--- src/hdl/utrb_pkg.sv ---
// Shared types and codes for the UART transmit/receive ring buffer block.
// No dependencies; the ring, the top level and the bench refer to this package.
`default_nettype none

package utrb_pkg;

  typedef enum logic [1:0] {
    OP_PUT   = 2'd0,
    OP_GET   = 2'd1,
    OP_RX    = 2'd2,
    OP_TXRDY = 2'd3
  } op_t;

  localparam logic [1:0] ST_OK       = 2'd0;
  localparam logic [1:0] ST_TX_FULL  = 2'd1;
  localparam logic [1:0] ST_RX_EMPTY = 2'd2;
  localparam logic [1:0] ST_RX_DROP  = 2'd3;

  // Requests from the operation decoder to one ring queue.
  typedef struct packed {
    logic push;
    logic pop;
    logic clear;
  } ring_ctrl_t;

  // Queue condition before the current operation.
  typedef struct packed {
    logic full;
    logic empty;
  } ring_stat_t;

endpackage

`default_nettype wire

--- src/hdl/utrb_if.sv ---
// Valid/ready channel interfaces for the command and response beats.
// Depends on nothing; the top level uses both.
`default_nettype none

interface utrb_cmd_if;
  logic       valid;
  logic       ready;
  logic [1:0] operation;
  logic [7:0] tx_byte;
  logic [8:0] rx_word;
  logic       frame_error;

  modport source (output valid, operation, tx_byte, rx_word, frame_error, input ready);
  modport sink   (input valid, operation, tx_byte, rx_word, frame_error, output ready);
endinterface

interface utrb_rsp_if;
  logic       valid;
  logic       ready;
  logic [1:0] status;
  logic [7:0] rx_data;
  logic [7:0] tx_data;
  logic       tx_valid;
  logic       tx_irq_on;
  logic [5:0] rx_level;
  logic [5:0] tx_level;

  modport source (output valid, status, rx_data, tx_data, tx_valid, tx_irq_on, rx_level,
                  tx_level, input ready);
  modport sink   (input valid, status, rx_data, tx_data, tx_valid, tx_irq_on, rx_level,
                  tx_level, output ready);
endinterface

`default_nettype wire

--- src/hdl/uart_tx_rx_ring_buffers.sv ---
// Top level of the UART transmit/receive ring buffers: decoder, two queues, response register.
// Depends on utrb_pkg, utrb_if.sv and utrb_ring.
//
// Each command beat is one operation (software put, software get, line receive or
// transmitter ready) and yields exactly one response beat. A command is taken every
// cycle while no response waits unread, and its response appears in the output register
// on the following cycle, held in a single response register with popped bytes from the
// registered queue read ports. The command side stalls only while a response waits
// unread. A queue of DEPTH slots holds at most DEPTH-1 bytes; levels are reported modulo
// 64. Queue storage is not cleared at reset, since only written slots are ever read.
`default_nettype none

module uart_tx_rx_ring_buffers #(
  parameter int TX_DEPTH = 64,
  parameter int RX_DEPTH = 64
) (
  input  wire logic     clk,
  input  wire logic     rst,
  input  wire logic     cfg_wr_en,
  input  wire logic     cfg_wr_data,
  utrb_cmd_if.sink      cmd,
  utrb_rsp_if.source    rsp
);

  logic                 rx_enable;
  logic                 tx_idle, tx_idle_next;
  logic                 accept;
  utrb_pkg::op_t        op;
  utrb_pkg::ring_ctrl_t tx_ctrl, rx_ctrl;
  utrb_pkg::ring_stat_t tx_stat, rx_stat;
  logic [7:0]           tx_q_data, rx_q_data;
  logic [5:0]           tx_level_next, rx_level_next;
  logic [1:0]           status_next;
  logic                 tx_sent_next, rx_got_next;

  // Response register.
  logic                 rsp_valid;
  logic [1:0]           status;
  logic                 tx_sent, rx_got, tx_irq_on;
  logic [5:0]           tx_level, rx_level;

  assign accept    = cmd.valid && cmd.ready;
  assign cmd.ready = !rsp_valid || rsp.ready;
  assign op        = utrb_pkg::op_t'(cmd.operation);

  always_comb begin
    tx_ctrl      = '0;
    rx_ctrl      = '0;
    status_next  = utrb_pkg::ST_OK;
    tx_idle_next = tx_idle;
    tx_sent_next = 1'b0;
    rx_got_next  = 1'b0;
    unique case (op)
      utrb_pkg::OP_PUT: begin
        if (tx_stat.full) begin
          status_next = utrb_pkg::ST_TX_FULL;
        end else begin
          tx_ctrl.push = 1'b1;
          tx_idle_next = 1'b0;
        end
      end
      utrb_pkg::OP_GET: begin
        if (rx_stat.empty) begin
          status_next = utrb_pkg::ST_RX_EMPTY;
        end else begin
          rx_ctrl.pop = 1'b1;
          rx_got_next = 1'b1;
        end
      end
      utrb_pkg::OP_RX: begin
        if (!rx_enable) begin
          status_next = utrb_pkg::ST_RX_DROP;
        end else begin
          // A framing error empties the queue first, so the byte always fits then.
          rx_ctrl.clear = cmd.frame_error;
          if (!cmd.frame_error && rx_stat.full) begin
            status_next = utrb_pkg::ST_RX_DROP;
          end else begin
            rx_ctrl.push = 1'b1;
          end
        end
      end
      utrb_pkg::OP_TXRDY: begin
        if (tx_stat.empty) begin
          tx_idle_next = 1'b1;
        end else begin
          tx_ctrl.pop  = 1'b1;
          tx_sent_next = 1'b1;
          tx_idle_next = 1'b0;
        end
      end
      default: begin
      end
    endcase
    if (!accept) begin
      tx_ctrl      = '0;
      rx_ctrl      = '0;
      tx_idle_next = tx_idle;
    end
  end

  utrb_ring #(.DEPTH(TX_DEPTH)) u_tx_ring (
    .clk        (clk),
    .rst        (rst),
    .ctrl       (tx_ctrl),
    .wr_data    (cmd.tx_byte),
    .stat       (tx_stat),
    .rd_data    (tx_q_data),
    .level_next (tx_level_next)
  );

  utrb_ring #(.DEPTH(RX_DEPTH)) u_rx_ring (
    .clk        (clk),
    .rst        (rst),
    .ctrl       (rx_ctrl),
    .wr_data    (cmd.rx_word[7:0]),
    .stat       (rx_stat),
    .rd_data    (rx_q_data),
    .level_next (rx_level_next)
  );

  always_ff @(posedge clk) begin
    if (rst) begin
      rx_enable <= 1'b0;
      tx_idle   <= 1'b1;
      rsp_valid <= 1'b0;
    end else begin
      if (cfg_wr_en) begin
        rx_enable <= cfg_wr_data;
      end
      tx_idle <= tx_idle_next;
      if (accept) begin
        rsp_valid <= 1'b1;
      end else if (rsp.ready) begin
        rsp_valid <= 1'b0;
      end
    end
  end

  always_ff @(posedge clk) begin
    if (accept) begin
      status    <= status_next;
      tx_sent   <= tx_sent_next;
      rx_got    <= rx_got_next;
      tx_irq_on <= !tx_idle_next;
      tx_level  <= tx_level_next;
      rx_level  <= rx_level_next;
    end
  end

  // The queue read registers hold the popped bytes; other beats report zero.
  assign rsp.valid     = rsp_valid;
  assign rsp.status    = status;
  assign rsp.rx_data   = rx_got ? rx_q_data : 8'd0;
  assign rsp.tx_data   = tx_sent ? tx_q_data : 8'd0;
  assign rsp.tx_valid  = tx_sent;
  assign rsp.tx_irq_on = tx_irq_on;
  assign rsp.rx_level  = rx_level;
  assign rsp.tx_level  = tx_level;

endmodule

`default_nettype wire

--- src/hdl/utrb_ring.sv ---
// One circular byte queue with a slot kept free, a registered read port and a clear.
// Depends on utrb_pkg for the control and status structs.
`default_nettype none

module utrb_ring #(
  parameter int DEPTH = 64
) (
  input  wire logic                  clk,
  input  wire logic                  rst,
  input  wire utrb_pkg::ring_ctrl_t  ctrl,
  input  wire logic [7:0]            wr_data,
  output utrb_pkg::ring_stat_t       stat,
  output logic [7:0]                 rd_data,
  output logic [5:0]                 level_next
);

  localparam int IW = (DEPTH > 1) ? $clog2(DEPTH) : 1;

  logic [7:0]    mem [DEPTH];
  logic [IW-1:0] wr_idx, rd_idx;
  logic [IW-1:0] wr_base, rd_base;
  logic [IW-1:0] wr_idx_next, rd_idx_next;
  logic [IW:0]   count_next;

  function automatic logic [IW-1:0] step_idx(input logic [IW-1:0] i);
    return (i == IW'(DEPTH - 1)) ? '0 : i + IW'(1);
  endfunction

  always_comb begin
    wr_base     = ctrl.clear ? '0 : wr_idx;
    rd_base     = ctrl.clear ? '0 : rd_idx;
    wr_idx_next = ctrl.push ? step_idx(wr_base) : wr_base;
    rd_idx_next = ctrl.pop ? step_idx(rd_base) : rd_base;
    stat.empty  = (wr_idx == rd_idx);
    stat.full   = (step_idx(wr_idx) == rd_idx);
    if (wr_idx_next >= rd_idx_next) begin
      count_next = {1'b0, wr_idx_next} - {1'b0, rd_idx_next};
    end else begin
      count_next = {1'b0, wr_idx_next} + (IW+1)'(DEPTH) - {1'b0, rd_idx_next};
    end
    level_next = 6'(count_next);
  end

  always_ff @(posedge clk) begin
    if (rst) begin
      wr_idx <= '0;
      rd_idx <= '0;
    end else begin
      wr_idx <= wr_idx_next;
      rd_idx <= rd_idx_next;
    end
  end

  always_ff @(posedge clk) begin
    if (ctrl.push) begin
      mem[wr_base] <= wr_data;
    end
    if (ctrl.pop) begin
      rd_data <= mem[rd_idx];
    end
  end

endmodule

`default_nettype wire

--- src/flat_wrapper.sv ---
// flat-port wrapper written by rule: the top's interface ports become plain ports
module uart_tx_rx_ring_buffers_flat 
#(
  parameter int TX_DEPTH = 64,
  parameter int RX_DEPTH = 64
)
  (clk, rst, cfg_wr_en, cfg_wr_data, cmd_valid, cmd_operation, cmd_tx_byte, cmd_rx_word, cmd_frame_error, cmd_ready, rsp_valid, rsp_status, rsp_rx_data, rsp_tx_data, rsp_tx_valid, rsp_tx_irq_on, rsp_rx_level, rsp_tx_level, rsp_ready);
  utrb_cmd_if cmd_i ();
  utrb_rsp_if rsp_i ();
  input  wire logic clk;
  input  wire logic rst;
  input  wire logic cfg_wr_en;
  input  wire logic cfg_wr_data;
  input wire logic [$bits(cmd_i.valid)-1:0] cmd_valid;
  input wire logic [$bits(cmd_i.operation)-1:0] cmd_operation;
  input wire logic [$bits(cmd_i.tx_byte)-1:0] cmd_tx_byte;
  input wire logic [$bits(cmd_i.rx_word)-1:0] cmd_rx_word;
  input wire logic [$bits(cmd_i.frame_error)-1:0] cmd_frame_error;
  output wire logic [$bits(cmd_i.ready)-1:0] cmd_ready;
  output wire logic [$bits(rsp_i.valid)-1:0] rsp_valid;
  output wire logic [$bits(rsp_i.status)-1:0] rsp_status;
  output wire logic [$bits(rsp_i.rx_data)-1:0] rsp_rx_data;
  output wire logic [$bits(rsp_i.tx_data)-1:0] rsp_tx_data;
  output wire logic [$bits(rsp_i.tx_valid)-1:0] rsp_tx_valid;
  output wire logic [$bits(rsp_i.tx_irq_on)-1:0] rsp_tx_irq_on;
  output wire logic [$bits(rsp_i.rx_level)-1:0] rsp_rx_level;
  output wire logic [$bits(rsp_i.tx_level)-1:0] rsp_tx_level;
  input wire logic [$bits(rsp_i.ready)-1:0] rsp_ready;
  assign cmd_i.valid = cmd_valid;
  assign cmd_i.operation = cmd_operation;
  assign cmd_i.tx_byte = cmd_tx_byte;
  assign cmd_i.rx_word = cmd_rx_word;
  assign cmd_i.frame_error = cmd_frame_error;
  assign cmd_ready = cmd_i.ready;
  assign rsp_valid = rsp_i.valid;
  assign rsp_status = rsp_i.status;
  assign rsp_rx_data = rsp_i.rx_data;
  assign rsp_tx_data = rsp_i.tx_data;
  assign rsp_tx_valid = rsp_i.tx_valid;
  assign rsp_tx_irq_on = rsp_i.tx_irq_on;
  assign rsp_rx_level = rsp_i.rx_level;
  assign rsp_tx_level = rsp_i.tx_level;
  assign rsp_i.ready = rsp_ready;
  uart_tx_rx_ring_buffers #(.TX_DEPTH(TX_DEPTH), .RX_DEPTH(RX_DEPTH)) u_core (.clk(clk), .rst(rst), .cfg_wr_en(cfg_wr_en), .cfg_wr_data(cfg_wr_data), .cmd(cmd_i), .rsp(rsp_i));
endmodule
--- config.mk ---
export PLATFORM = sky130hd
export DESIGN_NAME = uart_tx_rx_ring_buffers_flat
export DESIGN_NICKNAME = d
export VERILOG_FILES = /design/src/hdl/utrb_pkg.sv /design/src/hdl/utrb_if.sv /design/src/hdl/uart_tx_rx_ring_buffers.sv /design/src/hdl/utrb_ring.sv /design/src/flat_wrapper.sv
export SDC_FILE = /design/constraint.sdc
export NUM_CORES = 1
export LEC_CHECK = 0
export BUFFER_PORTS_ARGS = -buffer_cell sky130_fd_sc_hd__buf_2
export CORE_MARGIN = 2
export CORE_UTILIZATION = 30
export CTS_CLUSTER_SIZE = 10
export DETAILED_ROUTE_END_ITERATION = 7
export MAX_ROUTING_LAYER = met4
export PLACE_DENSITY = 0.45
export SLEW_MARGIN = 20
export SYNTH_ARGS = -nofsm -noshare
export SYNTH_HDL_FRONTEND = slang
export SYNTH_HIERARCHICAL = 1
export SYNTH_SLANG_ARGS = --single-unit
--- constraint.sdc ---
create_clock -name clk -period 4.6 [get_ports clk]
set_input_delay 0.92 -clock clk [delete_from_list [all_inputs] [get_ports clk]]
set_output_delay 0.92 -clock clk [all_outputs]
set_load 0.02 [all_outputs]
**Word level (Yosys, flattened, before mapping)**

Memories as Yosys holds them, arrays and structs flattened. A register that Yosys moved wholly into a read port is not among the register bits.
Cells that the tools add are included.

- Bits in registers: 44
- Bits in writable memories: 1,024
- Input port bits: 26
- Output and inout bits: 34
- Word-level logic and storage cells: 96
- Memories kept: 2

Memory list:

| name | words | width | read ports | clocked after memory_dff | wr ports | RTL line | source |
|---|---|---|---|---|---|---|---|
| u_core.u_rx_ring.mem | 64 | 8 | 1 | 1 | 1 | utrb_ring.sv:19 | `logic [7:0] mem [DEPTH];` |
| u_core.u_tx_ring.mem | 64 | 8 | 1 | 1 | 1 | utrb_ring.sv:19 |  |

- Add/sub/neg operators: 12
- Order comparisons: 2
- Equal/unequal tests: 13
- Mux-type cells: 46
- Reductions and logical operators: 8

Operators by type and width:

| operator | count |
|---|---|
| $mux 6 | 16 |
| $add 6x1->6 const B | 8 |
| $eq 6x6->1 const B | 6 |
| $eq 6x6->1 | 4 |
| $sub 6x6->6 | 4 |
| $mux 1 | 21 |
| $mux 8 | 2 |
| $ge 6x6->1 | 2 |
| $mux 2 | 3 |
| $mux 3 | 2 |
| $pmux 2 s3 | 1 |
| $eq 2x2->1 const B | 2 |
| $logic_not 1->1 | 3 |
| $eq 2x1->1 const B | 1 |
| $logic_and 1x1->1 | 2 |
| $logic_not 2->1 | 1 |
| $pmux 1 s2 | 1 |
| $reduce_bool 2->1 | 1 |
| $logic_or 1x1->1 | 1 |

**Longest topological paths before layout**

- Depth after elaboration: 15
- Gate-level depth with buffers: 21
- Depth with buffers taken out: 17

**By module**

The synthesis kept the hierarchy.

By module, submodules not included:

| module | times used | cells each | area an instance (um^2) | seq. area each (um^2) |
|---|---|---|---|---|
| utrb_ring at u_core.u_rx_ring | 1 | 1,074 | 21,306.7 | 15,855.2 |
| utrb_ring at u_core.u_tx_ring | 1 | 1,060 | 21,236.6 | 15,855.2 |
| uart_tx_rx_ring_buffers | 1 | 74 | 917.1 | 570.5 |

**Worst setup path before layout**

Ideal clock, no wire load.

- Kind: input-to-reg
- Start: input port rsp_ready
- End: register u_core.rx_level[5], in the netlist u_core/rsp.rx_level[5], data pin
- Library setup time: 0.268 ns
- Arrival: 3.541 ns
- Required time: 4.332 ns
- Slack: 0.791 ns
- Cell stages on the path: 15
- Buffers on the path: 2
- Path through: nand2b_4 > nand2_1 > nor3_1 > buf_2 > clkbuf_1 > nor2b_1 > ha_1 > mux2i_1 > inv_1 > ha_1 > nor2b_1 > nor3_1 > o21bai_1 > a21oi_1 > xnor3_1

RTL lines:

| what | RTL line | source |
|---|---|---|
| from (decl) | flat_wrapper.sv:28 | `input wire logic [$bits(rsp_i.ready)-1:0] rsp_ready;` |
| to (signal assigned) | uart_tx_rx_ring_buffers.sv:147 | `rx_level <= rx_level_next;` |
| to (decl) | uart_tx_rx_ring_buffers.sv:40 | `logic [5:0] tx_level, rx_level;` |

==> impl_metrics.sql <==
INSERT INTO impl_metrics (metric_group, metric, value, unit) VALUES
('drt', 'maxUsedRoutingLayer', 'met4', ''),
('placed_design', 'placed_cell_areas', '46700', 'sq um'),
('global_route', 'first_global_vias', '22800', ''),
('die', 'die_width', '385', 'um'),
('sta', 'timing_worst_slew_pin_value', '1.08', 'ns'),
('clocking', 'postCtsResizedCells', '0', ''),
('final_layout', 'post-route-util', '35.1', '%'),
('hold_path', 'timing.hold.worst.class', 'primary input to flip-flop', ''),
('drt', 'detail_route.first_pass.iterations', '8', ''),
('die', 'floorplan.initialDensity', '30.3', '%'),
('drt', 'drt_wl_total', '109', 'mm'),
('power_and_ir_drop', 'power.density_cell_area', '406', 'nW/um^2'),
('final_layout', 'layout_commonest_cell', 'sky130_fd_sc_hd__edfxtp_1', ''),
('synthesis', 'ys_types', '73', ''),
('final_layout', 'post_layout_nonfiller_instances', '4401', ''),
('worst_setup_path', 'critical_path.endpoint_type', 'flip-flop', ''),
('worst_setup_path', 'crit_path_start_kind', 'flip-flop', ''),
('power_and_ir_drop', 'vdd_ir_drop_max', '0.304', 'mV'),
('clocking', 'cts_post_setup_buffers_inserted', '0', ''),
('worst_setup_path', 'crit_arrival', '4.70', 'ns'),
('final_layout', 'fin_area', '50500', 'sq um'),
('synthesis', 'syn_area_per_cell', '19.7', 'sq um'),
('sta', 'setup_violations', '0', ''),
('global_route', 'overflow_left_after_global_routing', '0', ''),
('placed_design', 'routabilityCongestion', '0.770', ''),
('final_layout', 'post_route_cells_drive_above_1_share', '26.9', '%'),
('final_layout', 'final-seq-area', '32300', 'sq um'),
('clocking', 'ctsHoldBuffers', '0', ''),
('final_layout', 'n_fill_cell', '13500', ''),
('worst_setup_path', 'worst-setup-path-type', 'flip-flop to flip-flop', ''),
('flow_run', 'maxCapViolations', '0', ''),
('synthesis', 'yosysSeqAreaShare', '74.3', '%'),
('clocking', 'clk_path_buf_depth', '3', ''),
('synthesis', 'synthFlopType', 'sky130_fd_sc_hd__edfxtp_1', ''),
('outcome', 'result_of_the_run', 'finished with violations', ''),
('drt', 'detail_route.wirelength.met1', '48.2', 'mm'),
('sta', 'final_max_slew_viol_count', '0', ''),
('sta', 'post-route-min-period', '4.21', 'ns'),
('clocking', 'clkTransAtPathRegs', '0.06', 'ns'),
('sta', 'fmax', '238', 'MHz'),
('drt', 'final_antenna_net_count', '0', ''),
('synthesis', 'yosys_warnings', '6', ''),
('placed_design', 'buffer_ports.inserted', '58', ''),
('synthesis', 'synth.largest_area_cell', 'sky130_fd_sc_hd__edfxtp_1', ''),
('outcome', 'failed_checks', 'design-rule violations', ''),
('synthesis', 'ffs_w_async_s_r_synth', '0', '%'),
('die', 'die-area', '148000', 'sq um'),
('synthesis', 'post-synth-top-area-fraction', '73.0', '%'),
('synthesis', 'postSynthCellCount', '2208', ''),
('die', 'num_io_pins', '60', ''),
('placed_design', 'dp.cells', '4221', ''),
('drt', 'post_route_drc_violation_count', '1', ''),
('drt', 'num_vias', '21400', ''),
('final_layout', 'most-common-layout-cells', '1057 x sky130_fd_sc_hd__edfxtp_1, 242 x sky130_fd_sc_hd__mux4_2, 171 x sky130_fd_sc_hd__nor2_1', ''),
('clocking', 'clock_sink_total', '1084', ''),
('drt', 'met2_length', '54.0', 'mm'),
('drt', 'met3RoutedLength', '4.27', 'mm'),
('die', 'rows', '139', ''),
('die', 'die_height', '385', 'um'),
('drt', 'wl_per_cell', '24.8', 'um'),
('synthesis', 'post_synthesis_instance_area', '43500', 'sq um'),
('synthesis', 'post_synth_main_area_contributors', 'sky130_fd_sc_hd__edfxtp_1 73%, sky130_fd_sc_hd__mux4_2 13%, sky130_fd_sc_hd__nor2_1 1.5%', ''),
('drt', 'dr_vias_cell', '4.86', ''),
('power_and_ir_drop', 'p_leak', '15.5', 'nW'),
('sta', 'grt_setup_unrepaired', 'false', ''),
('sta', 'finalSetupTns', '0', 'ns'),
('sta', 'clock-skew-final', '0.0242', 'ns'),
('synthesis', 'synth_edf_count', '1057', ''),
('sta', 'worst_slew_margin_rel', '28.0', '%'),
('die', 'floorplan.core_area', '144000', 'sq um'),
('clocking', 'clock_tree.htree_level_count', '4', '');
-- worst paths after layout --
path / from / to / slack, ns / depth (start not counted)
max: u_core/u_tx_ring/wr_idx[0] / u_core/rsp.tx_level[5] / 0.39 / 15
min: cfg_wr_data / u_core/rx_enable / 0.42 / 3
max reg2reg: u_core/u_tx_ring/wr_idx[0] / u_core/rsp.tx_level[5] / 0.39 / 15
min reg2reg: u_core/rsp.valid / u_core/rsp.valid / 0.55 / 2
-- synthesized netlist by cell type, drive strengths merged, types with 18 or more instances --
cell    instances
edfxtp       1057
mux4          246
nor2          171
buf            92
nand2          61
mux2i          49
nor2b          45
a21oi          34
xnor2          33
mux2           29
a211oi         28
clkbuf         28
dfxtp          27
nand3          26
nor3           26
and2           21
o22ai          21
inv            20
o21ai          20
ha             19
nand2b         19
o221ai         18
-- logic make-up (layout without fill, tap and decap cells) --
group,count (synthesis),count (layout),share of synthesized area [%]
flip-flops,1084,1084,74.3
AND/OR/NAND/NOR,407,407,4.56
multiplexers,324,324,14.7
AO/OA/AOI/OAI,184,184,2.95
buffers and inverters,142,427,1.96
XOR/XNOR,45,45,0.939
adder cells (fa/ha/maj),21,21,0.639
other,1,6,0.00863
-- stage by stage --
stage	setup slack, ns	power [mW]	hold slack [ns]
2_1_floorplan	0.791	11.1	0.483
3_3_place_gp	0.385	11.3	0.525
3_5_place_dp	0.369	11.4	0.532
4_1_cts	0.336	20.8	0.350
5_1_grt	0.0720	21.1	0.431
6_report	0.393	20.5	0.422
-- worst max-delay path, cell delays in order, from the launching register on --
cell and delay [ns]:
sky130_fd_sc_hd__dfxtp_1 0.59, sky130_fd_sc_hd__nand3_2 0.22, sky130_fd_sc_hd__xnor2_1 0.33, sky130_fd_sc_hd__xnor2_1 0.10
sky130_fd_sc_hd__or4b_1 0.49, sky130_fd_sc_hd__a311oi_2 0.45, sky130_fd_sc_hd__nor3b_1 0.17, sky130_fd_sc_hd__buf_4 0.19
sky130_fd_sc_hd__nand2_1 0.14, sky130_fd_sc_hd__xor2_1 0.19, sky130_fd_sc_hd__nor2_1 0.08, sky130_fd_sc_hd__ha_1 0.28
sky130_fd_sc_hd__a21o_1 0.18, sky130_fd_sc_hd__a21oi_1 0.24, sky130_fd_sc_hd__o21ai_0 0.16, sky130_fd_sc_hd__xnor2_1 0.14
-- sequential cells by signal, indices dropped and copies added (netlist names), 8 cells and up, named ones only --
signal                    flops
u_core/u_rx_ring/rd_data      8
u_core/u_rx_ring/mem        512
u_core/u_tx_ring/rd_data      8
u_core/u_tx_ring/mem        512
-- power breakdown --
part	internal, mW	switching (mW)	total (mW)
Combinational	0.0573	0.235	0.292
Sequential	10.8	0.0125	10.9
Clock	5.41	3.90	9.31
-- cell type report --
class / count / area share, %
Multi-Input combinational cell: 987 / 20.5
Sequential cell: 1084 / 64.0
Clock inverter: 26 / 0.729
Clock buffer: 154 / 6.75
Tap cell: 1903 / 4.72
Timing Repair Buffer: 225 / 3.11
Inverter: 22 / 0.164
-- metal layers --
layer	up-vias	GRT usage [%]
met3	158	2.58
met2	467	25.0
met4	0	4.87
met5	-	-
met1	11400	19.7
li1	9421	-
Power figures use the tool's default switching activity.
